--- config.mk ---
export PLATFORM = sky130hd
export DESIGN_NAME = base64_stream_encoder
export DESIGN_NICKNAME = d
export VERILOG_FILES = /design/src/hdl/b64e_pkg.sv /design/src/hdl/b64e_front.sv /design/src/hdl/b64e_queue.sv /design/src/hdl/b64e_back.sv /design/src/hdl/base64_stream_encoder.sv
export SDC_FILE = /design/constraint.sdc
export NUM_CORES = 1
export LEC_CHECK = 0
export ABC_AREA = 0
export BUFFER_PORTS_ARGS = -buffer_cell sky130_fd_sc_hd__buf_2
export CORE_AREA = 2 2 115 89
export CTS_CLUSTER_SIZE = 28
export DETAILED_ROUTE_END_ITERATION = 8
export DIE_AREA = 0 0 117 91
export GPL_TIMING_DRIVEN = 0
export MAX_ROUTING_LAYER = met4
export PLACE_DENSITY = 0.71
export SLEW_MARGIN = 30
export SYNTH_ARGS = -nofsm -noshare
export SYNTH_HDL_FRONTEND = slang
export SYNTH_SLANG_ARGS = --single-unit
export TNS_END_PERCENT = 100
--- constraint.sdc ---
create_clock -name clk -period 4 [get_ports clk]
set_input_delay 0.4 -clock clk [delete_from_list [all_inputs] [get_ports clk]]
set_output_delay 0.4 -clock clk [all_outputs]
set_load 0.01 [all_outputs]
--- src/hdl/b64e_pkg.sv ---
// Shared types, constants and the Base64 alphabet lookup for the stream encoder.
// No dependencies; every other file of the encoder imports this package.
`default_nettype none

package b64e_pkg;

    // Pad character '=' in ASCII.
    localparam logic [6:0] PAD_CHAR = 7'h3D;

    // Position of the next byte within its three-byte group.
    localparam logic [1:0] PHASE_0 = 2'd0;
    localparam logic [1:0] PHASE_1 = 2'd1;
    localparam logic [1:0] PHASE_2 = 2'd2;

    // One classified byte: the characters it produces, in output order.
    typedef struct packed {
        logic [3:0][6:0] chars;     // chars[0] goes out first
        logic [1:0]      last_idx;  // index of the final character of this job
        logic            is_final;  // job closes the message
    } job_t;

    // Status of the job queue as seen by the front and back parts.
    typedef struct packed {
        logic full;
        logic nonempty;
    } q_stat_t;

    // Maps a six-bit sextet onto its character of the standard alphabet.
    function automatic logic [6:0] sextet_char(input logic [5:0] v);
        logic [6:0] c;
        if (v < 6'd26)
        begin
            c = 7'h41 + {1'b0, v};
        end
        else if (v < 6'd52)
        begin
            c = 7'h61 + ({1'b0, v} - 7'd26);
        end
        else if (v < 6'd62)
        begin
            c = 7'h30 + ({1'b0, v} - 7'd52);
        end
        else if (v == 6'd62)
        begin
            c = 7'h2B;
        end
        else
        begin
            c = 7'h2F;
        end
        return c;
    endfunction

endpackage

`default_nettype wire

--- src/hdl/b64e_front.sv ---
// Front part of the encoder: accepts message bytes and turns each into a job.
// Depends on b64e_pkg for the job type, phase codes and the alphabet lookup.
`default_nettype none

module b64e_front (
    input  wire logic             clk,
    input  wire logic             rst_n,
    input  wire logic             push,
    output logic                  full,
    input  wire logic [7:0]       data_byte,
    input  wire logic             is_final,
    input  wire b64e_pkg::q_stat_t q_stat,
    output logic                  q_push,
    output b64e_pkg::job_t        q_job,
    output logic [1:0]            phase
);
    import b64e_pkg::*;

    logic [1:0] phase_reg;
    logic [1:0] phase_next;
    logic [3:0] leftover_reg;
    logic [3:0] leftover_next;
    logic       take;

    // A byte is transferred whenever the job queue has room.
    assign full  = q_stat.full;
    assign take  = push && !q_stat.full;
    assign q_push = take;
    assign phase = phase_reg;

    // Classify the byte by its group position and build its characters.
    always_comb
    begin
        q_job.chars    = {4{PAD_CHAR}};
        q_job.last_idx = 2'd0;
        q_job.is_final = is_final;
        phase_next     = phase_reg;
        leftover_next  = leftover_reg;
        unique case (phase_reg)
            PHASE_1:
            begin
                q_job.chars[0] = sextet_char({leftover_reg[1:0], data_byte[7:4]});
                q_job.chars[1] = sextet_char({data_byte[3:0], 2'b00});
                q_job.last_idx = is_final ? 2'd2 : 2'd0;
                phase_next     = PHASE_2;
                leftover_next  = data_byte[3:0];
            end
            PHASE_2:
            begin
                q_job.chars[0] = sextet_char({leftover_reg, data_byte[7:6]});
                q_job.chars[1] = sextet_char(data_byte[5:0]);
                q_job.last_idx = 2'd1;
                phase_next     = PHASE_0;
                leftover_next  = 4'd0;
            end
            default:
            begin
                // Start of a group; the unused phase code is treated the same way.
                q_job.chars[0] = sextet_char(data_byte[7:2]);
                q_job.chars[1] = sextet_char({data_byte[1:0], 4'b0000});
                q_job.last_idx = is_final ? 2'd3 : 2'd0;
                phase_next     = PHASE_1;
                leftover_next  = {2'b00, data_byte[1:0]};
            end
        endcase
        // The end of a message returns the group state to its start.
        if (is_final)
        begin
            phase_next    = PHASE_0;
            leftover_next = 4'd0;
        end
    end

    // Group state registers.
    always_ff @(posedge clk or negedge rst_n)
    begin
        if (!rst_n)
        begin
            phase_reg    <= PHASE_0;
            leftover_reg <= 4'd0;
        end
        else if (take)
        begin
            phase_reg    <= phase_next;
            leftover_reg <= leftover_next;
        end
    end

endmodule

`default_nettype wire

--- src/hdl/b64e_queue.sv ---
// Short job queue between the front and back parts of the encoder.
// Depends on b64e_pkg for the job and status types.
`default_nettype none

module b64e_queue #(
    parameter int DEPTH = 2
) (
    input  wire logic              clk,
    input  wire logic              rst_n,
    input  wire logic              wr_en,
    input  wire b64e_pkg::job_t    wr_job,
    input  wire logic              rd_en,
    output b64e_pkg::job_t         rd_job,
    output b64e_pkg::q_stat_t      q_stat
);
    import b64e_pkg::*;

    localparam int PW = (DEPTH > 1) ? $clog2(DEPTH) : 1;
    localparam int CW = $clog2(DEPTH + 1);
    localparam logic [PW-1:0] LAST_PTR = PW'(DEPTH - 1);
    localparam logic [CW-1:0] FULL_CNT = CW'(DEPTH);

    job_t          slot_reg [DEPTH];
    logic [PW-1:0] wr_ptr_reg;
    logic [PW-1:0] rd_ptr_reg;
    logic [CW-1:0] count_reg;
    logic          do_wr;
    logic          do_rd;

    assign q_stat.full     = (count_reg == FULL_CNT);
    assign q_stat.nonempty = (count_reg != '0);
    assign do_wr  = wr_en && !q_stat.full;
    assign do_rd  = rd_en && q_stat.nonempty;
    assign rd_job = slot_reg[rd_ptr_reg];

    // Job storage; payload needs no reset.
    always_ff @(posedge clk)
    begin
        if (do_wr)
        begin
            slot_reg[wr_ptr_reg] <= wr_job;
        end
    end

    // Pointers and fill count.
    always_ff @(posedge clk or negedge rst_n)
    begin
        if (!rst_n)
        begin
            wr_ptr_reg <= '0;
            rd_ptr_reg <= '0;
            count_reg  <= '0;
        end
        else
        begin
            if (do_wr)
            begin
                wr_ptr_reg <= (wr_ptr_reg == LAST_PTR) ? '0 : wr_ptr_reg + 1'b1;
            end
            if (do_rd)
            begin
                rd_ptr_reg <= (rd_ptr_reg == LAST_PTR) ? '0 : rd_ptr_reg + 1'b1;
            end
            if (do_wr && !do_rd)
            begin
                count_reg <= count_reg + 1'b1;
            end
            else if (do_rd && !do_wr)
            begin
                count_reg <= count_reg - 1'b1;
            end
        end
    end

endmodule

`default_nettype wire

--- src/hdl/b64e_back.sv ---
// Back part of the encoder: serializes queued jobs into one character per transfer.
// Depends on b64e_pkg for the job and status types.
`default_nettype none

module b64e_back (
    input  wire logic              clk,
    input  wire logic              rst_n,
    input  wire b64e_pkg::q_stat_t q_stat,
    input  wire b64e_pkg::job_t    rd_job,
    output logic                   q_pop,
    output logic [6:0]             code_char,
    output logic                   end_of_text,
    output logic                   empty,
    input  wire logic              pop
);
    import b64e_pkg::*;

    job_t       job_reg;
    logic       job_valid_reg;
    logic [1:0] idx_reg;
    logic       out_valid_reg;
    logic [6:0] out_char_reg;
    logic       out_eot_reg;
    logic       pop_ok;
    logic       advance;
    logic       job_done;

    // A character moves to the output register when it is free or being taken.
    assign pop_ok   = pop && out_valid_reg;
    assign advance  = job_valid_reg && (!out_valid_reg || pop_ok);
    assign job_done = advance && (idx_reg == job_reg.last_idx);
    assign q_pop    = (!job_valid_reg || job_done) && q_stat.nonempty;

    assign code_char   = out_char_reg;
    assign end_of_text = out_eot_reg;
    assign empty       = !out_valid_reg;

    // Current job and character index.
    always_ff @(posedge clk or negedge rst_n)
    begin
        if (!rst_n)
        begin
            job_valid_reg <= 1'b0;
            idx_reg       <= 2'd0;
        end
        else if (q_pop)
        begin
            job_valid_reg <= 1'b1;
            idx_reg       <= 2'd0;
        end
        else if (job_done)
        begin
            job_valid_reg <= 1'b0;
            idx_reg       <= 2'd0;
        end
        else if (advance)
        begin
            idx_reg <= idx_reg + 2'd1;
        end
    end

    // Job payload register.
    always_ff @(posedge clk)
    begin
        if (q_pop)
        begin
            job_reg <= rd_job;
        end
    end

    // Output register valid flag.
    always_ff @(posedge clk or negedge rst_n)
    begin
        if (!rst_n)
        begin
            out_valid_reg <= 1'b0;
        end
        else if (advance)
        begin
            out_valid_reg <= 1'b1;
        end
        else if (pop_ok)
        begin
            out_valid_reg <= 1'b0;
        end
    end

    // Output character and end mark.
    always_ff @(posedge clk)
    begin
        if (advance)
        begin
            out_char_reg <= job_reg.chars[idx_reg];
            out_eot_reg  <= job_reg.is_final && (idx_reg == job_reg.last_idx);
        end
    end

endmodule

`default_nettype wire

--- src/hdl/base64_stream_encoder.sv ---
// Padded Base64 stream encoder. A transferred byte passes the job queue, the job register
// and the output register before its first character shows. Throughput: one character per
// cycle while pop is held high, set by the output register; a byte yields 1 or 2 characters
// (up to 4 on a final byte), so at most two per non-final byte and four per full three-byte group.
// The job queue decouples input from output.
// Reset (rst_n low, asynchronous) empties the queue and output and restarts the group.
`default_nettype none

module base64_stream_encoder #(
    parameter int QUEUE_DEPTH = 2
) (
    input  wire logic       clk,
    input  wire logic       rst_n,
    input  wire logic       push,
    output logic            full,
    input  wire logic [7:0] data_byte,
    input  wire logic       is_final,
    output logic [6:0]      code_char,
    output logic            end_of_text,
    output logic            empty,
    input  wire logic       pop
);
    import b64e_pkg::*;

    q_stat_t    q_stat;
    job_t       wr_job;
    job_t       rd_job;
    logic       q_push;
    logic       q_pop;
    logic [1:0] phase;

    // Byte intake and classification.
    b64e_front u_front (
        .clk       (clk),
        .rst_n     (rst_n),
        .push      (push),
        .full      (full),
        .data_byte (data_byte),
        .is_final  (is_final),
        .q_stat    (q_stat),
        .q_push    (q_push),
        .q_job     (wr_job),
        .phase     (phase)
    );

    // Queue of pending jobs.
    b64e_queue #(
        .DEPTH (QUEUE_DEPTH)
    ) u_queue (
        .clk    (clk),
        .rst_n  (rst_n),
        .wr_en  (q_push),
        .wr_job (wr_job),
        .rd_en  (q_pop),
        .rd_job (rd_job),
        .q_stat (q_stat)
    );

    // Character serializer and output register.
    b64e_back u_back (
        .clk         (clk),
        .rst_n       (rst_n),
        .q_stat      (q_stat),
        .rd_job      (rd_job),
        .q_pop       (q_pop),
        .code_char   (code_char),
        .end_of_text (end_of_text),
        .empty       (empty),
        .pop         (pop)
    );

    // The group position never takes the unused code.
    a_phase_valid: assert property (@(posedge clk) disable iff (!rst_n)
        phase != 2'd3)
        else $error("group phase took the unused code");

    // A final byte returns the group to its start.
    a_final_restarts: assert property (@(posedge clk) disable iff (!rst_n)
        push && !full && is_final |=> phase == PHASE_0)
        else $error("group phase not restarted after final byte");

    // An empty queue cannot report full.
    a_queue_status: assert property (@(posedge clk) disable iff (!rst_n)
        !q_stat.nonempty |-> !q_stat.full)
        else $error("queue reports full and empty at once");

endmodule

`default_nettype wire

======== Yosys cells after proc, flatten, opt, wreduce, memory -nomap -nowiden ========
Memories as Yosys holds them, arrays and structs flattened. A register that Yosys moved wholly into a read port is not among the register bits.
Cells that the tools add are included.
cells by class
  order comparisons ....................... 19
  $add $sub $neg .......................... 35
  equal/unequal tests ..................... 8
  reductions and logical operators ........ 22
  mux-type cells .......................... 44
operator list
  cell                 count
  $mux 7               19
  $lt 6x6->1 const B   12
  $add 6x7->7 const A  6
  $add 7x6->7 const A  6
  $add 7x7->7 const A  6
  $sub 6x5->7 const B  6
  $sub 6x6->7 const B  6
  $lt 6x5->1 const B   6
  $pmux 16 s2          1
  $eq 6x6->1 const B   4
  $mux 2               8
  $bmux 7 s2           1
  $mux 3               4
  $logic_and 1x1->1    10
  $mux 1               8
  $pmux 4 s2           1
  $reduce_bool 2->1    4
  $logic_not 1->1      5
  $add 2x1->2 const B  2
  $eq 2x2->1 const B   2
  $mux 4               1
  $pmux 2 s2           1
  $lt 2x3->1 const B   1
  $reduce_bool 3->1    1
  5 further kinds      7
word-level totals
  logic and storage cells ................. 141
  input bits .............................. 13
  output and inout bits ................... 10
  bits in registers ....................... 36
  bits in writable memories ............... 34
  memories ................................ 1
memory list
  name              depth  bits a word  read ports  clocked after Yosys merged registers in  write ports  line              RTL
  u_queue.slot_reg  2      17           1           1                                        1            b64e_queue.sv:23  job_t slot_reg [DEPTH];

======== Depth between registers and ports, before layout ========
Gate-level depths: netlist (run 1).
  word-level depth ........................ 10
  mapped depth ............................ 10
  depth with buffers taken out ............ 9

======== Modules after synthesis ========
From an unflattened synthesis (run 1), not the netlist that was laid out.
unflattened totals
  cell total of the unflattened synthesis .. 547
  area total of the unflattened synthesis .. 6505.0 sq um
modules (own cells, without submodules)
  module      seq. area each (sq um)  instances  cells each  area each (sq um)
  b64e_queue  1961.9                  1          116         2591.2
  b64e_front  150.1                   1          355         2321.0
  b64e_back   1271.2                  1          76          1592.8

======== Least setup slack after synthesis (run 1) ========
Ideal clock, no wire load.
  kind .................................... reg-to-reg
  start point ............................. reg u_back.idx_reg[1]
  end point ............................... reg u_queue.count_reg[1]
  data required time ...................... 3.921 ns
  arrival ................................. 2.170 ns
  setup time .............................. 0.079 ns
  cell stages (with the launch flop) ...... 11
  buffers on the path ..................... 1
  slack ................................... 1.751 ns
  period minus slack after synthesis ...... 2.249 ns
  path through ............................ dfrtp_1 buf_2 xnor2_1 nand2_1 o21ai_1 o21a_1 inv_1 ha_1 xor2_1 nor2_1 xor2_1
between the ends
  longest elaborated chain between the ends .. 8
  elaborated cells between the ends (all ways) .. 10
  classes of those cells .................. 1 x eq/ne; 1 x mux; 8 x reduce/logical
RTL lines
  item                                         line                         RTL
  from (decl)                                  b64e_back.sv:20              logic [1:0] idx_reg;
  from (signal assigned)                       b64e_back.sv:58              idx_reg <= idx_reg + 2'd1;
  $eq 2x2->1 (*)                               b64e_back.sv:31              assign job_done = advance && (idx_reg == job_reg.last_idx);
  $logic_and 1x1->1 (*)                        b64e_back.sv:31
  $logic_or 1x1->1 (*)                         b64e_back.sv:32              assign q_pop = (!job_valid_reg || job_done) && q_stat.nonempty;
  $logic_and 1x1->1 (*)                        b64e_back.sv:32
  named net q_pop                              base64_stream_encoder.sv:29  logic q_pop;
  $logic_and 1x1->1 (*)                        b64e_queue.sv:33             assign do_rd = rd_en && q_stat.nonempty;
  $logic_not 1->1                              b64e_queue.sv:64             if (do_wr && !do_rd)
  $logic_and 1x1->1                            b64e_queue.sv:64
  $mux 2 or $reduce_bool 2->1 (tied branches)  -
  to (signal assigned)                         b64e_queue.sv:66             count_reg <= count_reg + 1'b1;
  to (signal assigned)                         b64e_queue.sv:70             count_reg <= count_reg - 1'b1;
  to (decl)                                    b64e_queue.sv:26             logic [CW-1:0] count_reg;
The timed path passes the listed nets; every way through them passes the cells marked *.
A chain may end at the register's enable or synchronous reset.

======== Worst setup path in the final report (run 1) ========
Same ends and word-level chain as after synthesis.

==> impl_metrics.toml, run 1 <==
[setup_path]
crit_type = "reg -> reg"
critical_path_peak_fanout = 21
cpLargestDelayFamily = "compound AO/OA/AOI/OAI gates"
crit_path_end_kind = "flip-flop"
cp_slowest_cell = "sky130_fd_sc_hd__o21a_1"
crit_arrival_ns = 2.86
crit_buf_inv = 2
critPathLaunch = "u_back.idx_reg[1]"
critPathMostFrequentCell = "sky130_fd_sc_hd__xor2_1"
regToRegStartpoint = "u_back.idx_reg[1]"
cp.required_ns = 4.25
crit_chain = "buf_2 > xnor2_1 > nand2_1 > o21ai_1 > o21a_1 > inv_1 > ha_1 > xor2_1 > nor2_1 > xor2_1"
crit_path_start_kind = "flip-flop"
slowest_delay_ns = 0.70

[timing]
finalMaxSlewViolations = 0
final.setup_skew_ns = 0.00545
final_critical_path_setup_slack_ns = 1.39
count_of_final_setup_violators = 0
timing.final.crit_share_pct = 65.3
timing_hold_violations_final = 0
relSlewSlack_pct = 42.4
grt_setup_unrepaired = "no"
fmaxAchievable_mhz = 383
final.min_clock_period_ns = 2.61
actual_slew_at_the_worst_max_slew_pin_ns = 0.863
fin_tns_setup_ns = 0

[clock_network]
tritoncts = "built"
ctsHtreeMaxLevel = 3
cts-root-to-sink-buffers = 2
cts_resized = 0
clkSinkCount = 73
cts_setup_buffers = 0
cts.clk_slew.worst_paths_ns = 0.05
cts.root.buffer_cell = "sky130_fd_sc_hd__clkbuf_16"
ctsHoldBuffers = 1
worst_skew_pair_latency_ns = 0.32
cts-buffers-inserted = 9

[synth]
syn-instance-count = 448
syn_avg_cell_area_um2 = 10.5
post_synth_main_area_contributors = "sky130_fd_sc_hd__edfxtp_1 (38%), sky130_fd_sc_hd__dfrtp_1 (7.5%), sky130_fd_sc_hd__ha_1 (6.4%), sky130_fd_sc_hd__mux2_2 (4.3%), sky130_fd_sc_hd__xnor2_1 (2.8%)"
synth.cell_area_mm2 = 0.00470
yosys_most_used_dff = "sky130_fd_sc_hd__edfxtp_1"
ys_seq_area_share_pct = 45.2
synthesis.nets = 485
netlist.top_cell.by_area = "sky130_fd_sc_hd__edfxtp_1"
synth-seq-cells = 73
ys_async_sr_fraction_pct = 19.2
synth_enable_flop_cells = 59
synth_cell_types = 69
synth_top_area_share_pct = 37.7
synth-warning-count = 0

[placed_design]
dp.final_hpwl_mm = 7.82
preCtsSetupSlack_ns = 1.30
gp_routability_congestion = 0.920
buffer_ports.inserted = 22
placedInstanceArea_mm2 = 0.00497

[die]
design.core.area_mm2 = 0.00950
chipHeight_um = 91
std_cell_rows = 31
start_util_pct = 49.4
number_of_i_o_pins = 23
chipWidth_um = 117
dieArea_mm2 = 0.0106

[finish]
final_core_area_utilization_pct = 56.0
layout.filler_cells = 835
final_cell_area_mm2 = 0.00532
finalNetCount = 519
post_route_cells_drive_above_1_share_pct = 19.7
num_antenna_cells = 0
largest_reg_flops = 34
layout_common_cells = "sky130_fd_sc_hd__edfxtp_1 (59), sky130_fd_sc_hd__buf_2 (38), sky130_fd_sc_hd__nand2_1 (31)"
relative_area_change_from_synthesis_to_final_layout_pct = 13.3
layout.cells.most_common = "sky130_fd_sc_hd__edfxtp_1"

[min_path]
worst_hold_path_type = "in -> reg"
min_delay_startpoint = "pop"

[route]
drcViolationCount = 0
dr.first_iter.drc_count = 316
drt-wirelength-per-cell_um = 17.2
vias_per_cell = 5.82
detail_route.first_pass.iterations = 5
total_wirelength_mm = 10.6
detail-route-antenna-nets = 0
routed-via-count = 3601

[power_and_ir_drop]
peakVddDrop_mv = 0.281
power_uw = 3640
power.leakage_uw = 0.00204
power-per-cell-area_mw_per_mm2 = 684

[global_route]
maximum_number_of_pins_on_one_net_before_global_route_repair = 22
grt_pass1_vias = 3321
globalRoute.totalOverflow = 0
groute.usage.overall_pct = 21.4
grt_antenna_before_repair = 0
grt_pass1_wl_mm = 17.5

[flow_run]
drv.max_cap_violation_count = 0

[outcome]
run_status = "complete, no violations"
[per-stage QoR]
stage	hold WS, ns	instances
2_1_floorplan	0.104	448
3_3_place_gp	0.313	602
3_5_place_dp	0.321	602
4_1_cts	0.353	619
5_1_grt	0.356	619
6_report	0.364	619
[Yosys cell counts (all sizes together) (4+ instances only)]
cell type,number
a211oi,7
nor2b,14
o211ai,9
a21o,7
nand2,32
and3,5
o21ai,27
or3,4
edfxtp,59
dfrtp,14
nor2,15
o221ai,4
xor2,7
nor3,9
a31oi,6
xnor2,15
o31ai,5
nand4,4
a211o,7
nand3,18
ha,24
a21oi,28
inv,19
clkbuf,7
mux2i,6
buf,25
mux2,19
nand2b,10
[report_power, final]
part | total, µW | switching, µW | internal [µW] | leakage [µW]
Sequential | 1360 | 94.5 | 1260 | 0.000720
Clock | 883 | 278 | 605 | 0.000160
Combinational | 1400 | 858 | 539 | 0.00116
[cell type report]
type	instances	area, µm²	area share (%)
clock buffer	10	229	4.30
tap	132	165	3.10
multi-input combinational	324	2320	43.7
buffer	32	181	3.41
inverter	19	71.3	1.34
timing repair buffer	23	120	2.26
sequential	73	2120	39.9
clock inverter	6	106	2.00
[path summary, 6_finish.rpt]
check | cells past startpoint | slack (ns) | end
min | 3 | 0.36 | u_back.out_valid_reg
max in group asynchronous | 2 | 3.25 | u_queue.count_reg[0]
min reg2reg | 1 | 0.49 | u_back.out_valid_reg
max reg2reg | 10 | 1.39 | u_queue.count_reg[1]
max | 10 | 1.39 | u_queue.count_reg[1]
min in group asynchronous | 2 | 0.51 | u_queue.wr_ptr_reg
[worst reg2reg max path, cell delays in order (launching register included)]
cell	delay (ns)
sky130_fd_sc_hd__dfrtp_1	0.35
sky130_fd_sc_hd__buf_2	0.18
sky130_fd_sc_hd__xnor2_1	0.23
sky130_fd_sc_hd__nand2_1	0.15
sky130_fd_sc_hd__o21ai_1	0.18
sky130_fd_sc_hd__o21a_1	0.70
sky130_fd_sc_hd__inv_1	0.11
sky130_fd_sc_hd__ha_1	0.22
sky130_fd_sc_hd__xor2_1	0.15
sky130_fd_sc_hd__nor2_1	0.13
sky130_fd_sc_hd__xor2_1	0.15
[routing by layer]
layer,global-route usage [%],vias to the layer above,wire (µm)
met4,4.90,0,72
met3,3.81,6,561
li1,-,1737,-
met5,-,-,0
met2,31.6,122,4920
met1,30.9,1736,5060
[kinds of logic (layout without fill, tap and decap cells)]
| group | Yosys count | after routing | share of synthesized area [%] |
|---|---|---|---|
| AOI/OAI and AO/OA | 128 | 128 | 19.0 |
| xor gates and xnor gates | 22 | 22 | 4.10 |
| adders and majority gates | 24 | 24 | 6.39 |
| buffers and inverters | 51 | 90 | 5.38 |
| DFF | 73 | 73 | 45.2 |
| muxes | 25 | 25 | 5.91 |
| and+or+nand+nor | 125 | 125 | 14.1 |
Note: power is estimated with default switching activity, not from simulation.
==> run 2, diff against run 1 <==
- PLACE_DENSITY: 0.71 -> 0.73
- clock period: 4 -> 2.2 ns (I/O delays scaled with it)
==> impl_metrics.toml, run 2 (synthesis results as in run 1) <==
[timing]
final.min_clock_period_ns = 2.22
timing_hold_violations_final = 0
final_critical_path_setup_slack_ns = -0.0163
timing.final.crit_share_pct = 101
grt_setup_unrepaired = "yes"
fmaxAchievable_mhz = 451
relSlewSlack_pct = 43.4
finalMaxSlewViolations = 0
final.setup_skew_ns = 0.00518
count_of_final_setup_violators = 2
actual_slew_at_the_worst_max_slew_pin_ns = 0.848

[die]
std_cell_rows = 31
chipWidth_um = 117
number_of_i_o_pins = 23
chipHeight_um = 91
start_util_pct = 49.4
design.core.area_mm2 = 0.00950
dieArea_mm2 = 0.0106

[min_path]
min_delay_startpoint = "is_final"
min_delay_path_depth = 1
worst_hold_path_type = "in -> reg"
hold_end = "u_queue.slot_reg[1][0]"

[finish]
area.sequential_mm2 = 0.00212
final_cell_area_mm2 = 0.00548
layout.filler_cells = 818
post_route_cells_drive_above_1_share_pct = 24.2
layout.cells.most_common = "sky130_fd_sc_hd__edfxtp_1"
multiInputGateArea_mm2 = 0.00243
finalNetCount = 528
relative_area_change_from_synthesis_to_final_layout_pct = 16.6
layout_common_cells = "sky130_fd_sc_hd__edfxtp_1 (59), sky130_fd_sc_hd__buf_2 (33), sky130_fd_sc_hd__nand2_1 (30)"
largest_reg_flops = 34
num_antenna_cells = 0

[placed_design]
placedInstanceArea_mm2 = 0.00498
gp_routability_congestion = 0.907
dp.final_hpwl_mm = 7.70
buffer_ports.inserted = 22

[power_and_ir_drop]
power.leakage_uw = 0.00209
power_frac_comb_pct = 42.0
internal_power_uw = 4350
peakVddDrop_mv = 0.493
power.clock.fraction_pct = 20.8
power_uw = 6670
power-per-cell-area_mw_per_mm2 = 1220
pwr-share-seq_pct = 37.2
netSwitchingPower_uw = 2320
p_sw_share_pct = 34.8

[route]
detail_route.first_pass.iterations = 5
met3_routed_length_um = 677
dr.first_iter.drc_count = 339
routed-via-count = 3688
wl_met2_mm = 5.09
detail-route-antenna-nets = 0
drcViolationCount = 0
total_wirelength_mm = 10.9
topRoutingLayerUsed = "met4"
vias_per_cell = 5.87
drt-wirelength-per-cell_um = 17.3
m1WireLength_mm = 4.94

[setup_path]
crit_type = "reg -> reg"
r2r_cells = 9
cp.required_ns = 2.31
critical_path_peak_fanout = 9
crit_arrival_ns = 2.33
rr_endpoint = "u_queue.slot_reg[1][5]"
rrSetupSlack_ns = -0.02
crit_path_end_kind = "flip-flop"
regToRegStartpoint = "u_front.leftover_reg[0]"
crit_path_start_kind = "flip-flop"

[clock_network]
cts-buffers-inserted = 9
ctsHtreeMaxLevel = 3
tritoncts = "built"
cts-root-to-sink-buffers = 2
clkSinkCount = 73
cts.root.buffer_cell = "sky130_fd_sc_hd__clkbuf_16"
cts.clk_slew.worst_paths_ns = 0.05
worst_skew_pair_latency_ns = 0.32

[outcome]
run_status = "finished with violations"
failed_checks = "negative setup slack"

[global_route]
grt_pass1_wl_mm = 17.4
grt_pass1_vias = 3486
groute.usage.overall_pct = 21.5
maximum_number_of_pins_on_one_net_before_global_route_repair = 22
grt_antenna_before_repair = 0
globalRoute.totalOverflow = 0

[flow_run]
drv.max_cap_violation_count = 0
## run 2: changes by cell type in the layout (fill, tap and decap cells not counted), sizes merged
| cell | previous run | this run |
|---|---|---|
| buf | 47 | 55 |
| bufinv | 3 | 1 |
| clkbuf | 17 | 20 |
| clkinv | 2 | 1 |
| clkinvlp | 1 | 2 |
| inv | 19 | 18 |
| o21a | 2 | 3 |
## run 2: cell type report
| class | count | share of cell area, % |
|---|---|---|
| inverters | 19 | 1.37 |
| flip-flops and latches | 73 | 38.7 |
| plain buffers | 31 | 3.68 |
| repair buffers | 32 | 3.43 |
| clock inverters | 3 | 0.777 |
| multi-input cells | 325 | 44.4 |
| well taps | 132 | 3.02 |
| clock buffers | 13 | 4.57 |
## run 2: worst max path at each step
stage,slack (ns),to,cells past startpoint,startpoint
2_1_floorplan,0.16,u_queue.count_reg[1],10,u_back.idx_reg[1]
3_3_place_gp,-0.32,u_queue.slot_reg[0][5],10,data_byte[7]
3_5_place_dp,-0.38,u_queue.slot_reg[0][5],10,data_byte[7]
4_1_cts,0.004,u_queue.slot_reg[1][5],9,u_front.leftover_reg[0]
5_1_grt,-0.13,u_queue.slot_reg[1][5],9,u_front.leftover_reg[0]
6_report,-0.02,u_queue.slot_reg[1][5],9,u_front.leftover_reg[0]
## run 2: repair_timing
| action | CTS | global route |
|---|---|---|
| gates resized for setup | 9 | 22 |
| buffers inserted | 5 | 4 |
| hold buffers | 1 | 0 |
| pin swaps | 3 | 5 |
| gates cloned | 0 | 1 |
| hold endpoints to repair | 14 | 0 |
| setup endpoints to repair | 12 | 20 |
## run 2: worst max-delay path, stage by stage, from the launching register on
cell                        delay, ns
sky130_fd_sc_hd__dfrtp_1         0.41
sky130_fd_sc_hd__buf_4           0.15
sky130_fd_sc_hd__ha_1            0.17
sky130_fd_sc_hd__buf_6           0.14
sky130_fd_sc_hd__nand2b_1        0.06
sky130_fd_sc_hd__buf_4           0.16
sky130_fd_sc_hd__or3_1           0.35
sky130_fd_sc_hd__o2111ai_1       0.12
sky130_fd_sc_hd__o21ai_1         0.14
sky130_fd_sc_hd__o211ai_1        0.31
## run 2: per-stage QoR
| stage | setup WS (ns) | setup TNS, ns | std cells | hold WS, ns | util (%) |
|---|---|---|---|---|---|
| finish | -0.0163 | -0.0316 | 628 | 0.181 | 57.6 |
| global route | -0.126 | -0.518 | 628 | 0.179 | 57.6 |
| CTS | 0.00389 | 0 | 624 | 0.169 | 56.2 |
| detailed placement | -0.381 | -4.11 | 602 | 0.148 | 52.4 |
| global placement | -0.316 | -4.38 | 602 | 0.131 | 52.3 |
| floorplan | 0.161 | 0 | 448 | -0.0756 | - |
## run 2: layer usage
metal	global-route usage [%]	vias to the layer above
met4	6.96	0
met5	-	-
met1	30.8	1758
li1	-	1757
met3	3.94	15
met2	31.0	158
## run 2: power by group through the flow
stage                     logic, µW  registers, µW  clock network (µW)
after floorplan                1820           2470                   0
after global placement         2430           2470                   0
after detailed placement       2500           2490                   0
after CTS                      2610           2480                1420
after global routing           3110           2540                1500
final                          2800           2480                1390
==> run 3, diff against run 2 <==
- CORE_AREA: 2 2 115 89 -> 2 2 110 86
- DIE_AREA: 0 0 117 91 -> 0 0 112 88
- PLACE_DENSITY: 0.73 -> 0.78
==> impl_metrics.toml, run 3 (synthesis results as in run 1) <==
[outcome]
run_status = "complete, no violations"

[timing]
final.setup_skew_ns = 0.00402
timing_hold_violations_final = 0
timing.final.crit_share_pct = 97.9
fmaxAchievable_mhz = 464
final.min_clock_period_ns = 2.15
fin_tns_setup_ns = 0
relSlewSlack_pct = 44.1
actual_slew_at_the_worst_max_slew_pin_ns = 0.837
finalMaxSlewViolations = 0
count_of_final_setup_violators = 0

[setup_path]
critPathCapture = "u_queue.slot_reg[1][5]"
crit_arrival_ns = 2.28
cp.required_ns = 2.32
crit_type = "reg -> reg"
rr_endpoint = "u_queue.slot_reg[1][5]"
r2r_cells = 9
crit_buf_inv = 3
worst_path_depth = 9
crit_chain = "buf_6 > inv_4 > ha_4 > and3b_1 > buf_4 > mux2_4 > a211oi_2 > o21ai_1 > o211ai_1"
critPathLaunch = "u_front.leftover_reg[0]"
slowest_delay_ns = 0.42
critical_path_peak_fanout = 6
cp_slowest_cell = "sky130_fd_sc_hd__dfrtp_1"
crit_path_end_kind = "flip-flop"
cpLargestDelayFamily = "compound AO/OA/AOI/OAI gates"
rrSetupSlack_ns = 0.05
crit_path_start_kind = "flip-flop"
regToRegStartpoint = "u_front.leftover_reg[0]"

[power_and_ir_drop]
power-per-cell-area_mw_per_mm2 = 1250
power.clock.fraction_pct = 22.0
netSwitchingPower_uw = 2400
power.leakage_uw = 0.00212
power_uw = 6930
peakVddDrop_mv = 0.851
p_sw_share_pct = 34.6
pwr-share-seq_pct = 36.0
internal_power_uw = 4530
power_frac_comb_pct = 41.9

[finish]
final_core_area_utilization_pct = 63.2
layout_common_cells = "sky130_fd_sc_hd__edfxtp_1 (59), sky130_fd_sc_hd__buf_2 (35), sky130_fd_sc_hd__nand2_1 (30)"
layoutNonFillerInstCount = 612
post_route_cells_drive_above_1_share_pct = 26.6
final_cell_area_mm2 = 0.00555
num_antenna_cells = 0
relative_area_change_from_synthesis_to_final_layout_pct = 18.2
largest_reg_flops = 34
layout.cells.most_common = "sky130_fd_sc_hd__edfxtp_1"
finalNetCount = 532

[die]
dieArea_mm2 = 0.00986
number_of_i_o_pins = 23
chipWidth_um = 112
std_cell_rows = 30
chipHeight_um = 88
start_util_pct = 53.5
design.core.area_mm2 = 0.00878

[placed_design]
dp.final_hpwl_mm = 7.67
placedInstanceArea_mm2 = 0.00495
buffer_ports.inserted = 22
dp.cells = 582
gp_routability_congestion = 0.982

[global_route]
grt_pass1_vias = 3595
groute.usage.overall_pct = 24.0
globalRoute.totalOverflow = 0
maximum_number_of_pins_on_one_net_before_global_route_repair = 18
grt_antenna_before_repair = 0
grt_pass1_wl_mm = 17.9

[clock_network]
clkSinkCount = 73
worst_skew_pair_latency_ns = 0.32
cts-root-to-sink-buffers = 2
cts-buffers-inserted = 9
cts.root.buffer_cell = "sky130_fd_sc_hd__clkbuf_16"
cts.clk_slew.worst_paths_ns = 0.05
tritoncts = "built"
ctsHtreeMaxLevel = 3

[route]
routed-via-count = 3777
drt-wirelength-per-cell_um = 18.8
total_wirelength_mm = 11.5
detail-route-antenna-nets = 0
dr.first_iter.drc_count = 351
detail_route.first_pass.iterations = 5
drcViolationCount = 0
vias_per_cell = 6.17

[flow_run]
drv.max_cap_violation_count = 0

[min_path]
worst_hold_path_type = "in -> reg"
-- run 3: routing by layer --
metal  track usage (%)  vias up  share of wire, %
li1                  -     1766                 -
met1              30.1     1837                44
met2              39.9      154                49
met3              3.53       20               5.8
met4              9.20        0               1.5
met5                 -        -                 0
-- run 3: worst min-delay path by stage --
stage	start	endpoint	slack (ns)	cells past startpoint
final	is_final	u_queue.slot_reg[1][0]	0.18	1
after global routing	is_final	u_queue.slot_reg[1][0]	0.19	1
after CTS	is_final	u_queue.slot_reg[1][0]	0.17	1
after detailed placement	rst_n	u_back.job_valid_reg	0.15	1
after global placement	rst_n	u_back.out_valid_reg	0.13	1
after floorplan	rst_n	u_back.idx_reg[0]	-0.08	0
-- run 3: what timing repair did --
| item | CTS | global route |
|---|---|---|
| hold buffers | 1 | 0 |
| gates resized for setup | 8 | 35 |
| setup endpoints to repair | 14 | 18 |
| buffers inserted | 2 | 9 |
| hold endpoints to repair | 14 | 0 |
| gates cloned | 1 | 2 |
| pin swaps | 0 | 10 |
-- run 3: layout make-up --
cell class              instances  area (µm²)
plain buffers                  31         199
clock buffers                  11         243
clock inverters                 5        78.8
fillers                       707        3230
inverters                      19        76.3
multi-input cells             326        2480
flip-flops and latches         73        2120
well taps                     112         140
repair buffers                 35         211
-- run 3: power groups by stage --
stage                     clock [µW]  combinational, µW  sequential (µW)
after CTS                       1540               2590             2480
final                           1530               2910             2500
after global placement             0               2410             2470
after global routing            1610               3180             2540
after detailed placement           0               2480             2490
after floorplan                    0               1820             2470
-- run 3: through the flow --
| step | worst slack, ns | hold slack [ns] |
|---|---|---|
| finish | 0.0463 | 0.184 |
| CTS | 0.00494 | 0.171 |
| global placement | -0.291 | 0.131 |
| floorplan | 0.161 | -0.0756 |
| detailed placement | -0.336 | 0.146 |
| global route | -0.0192 | 0.193 |
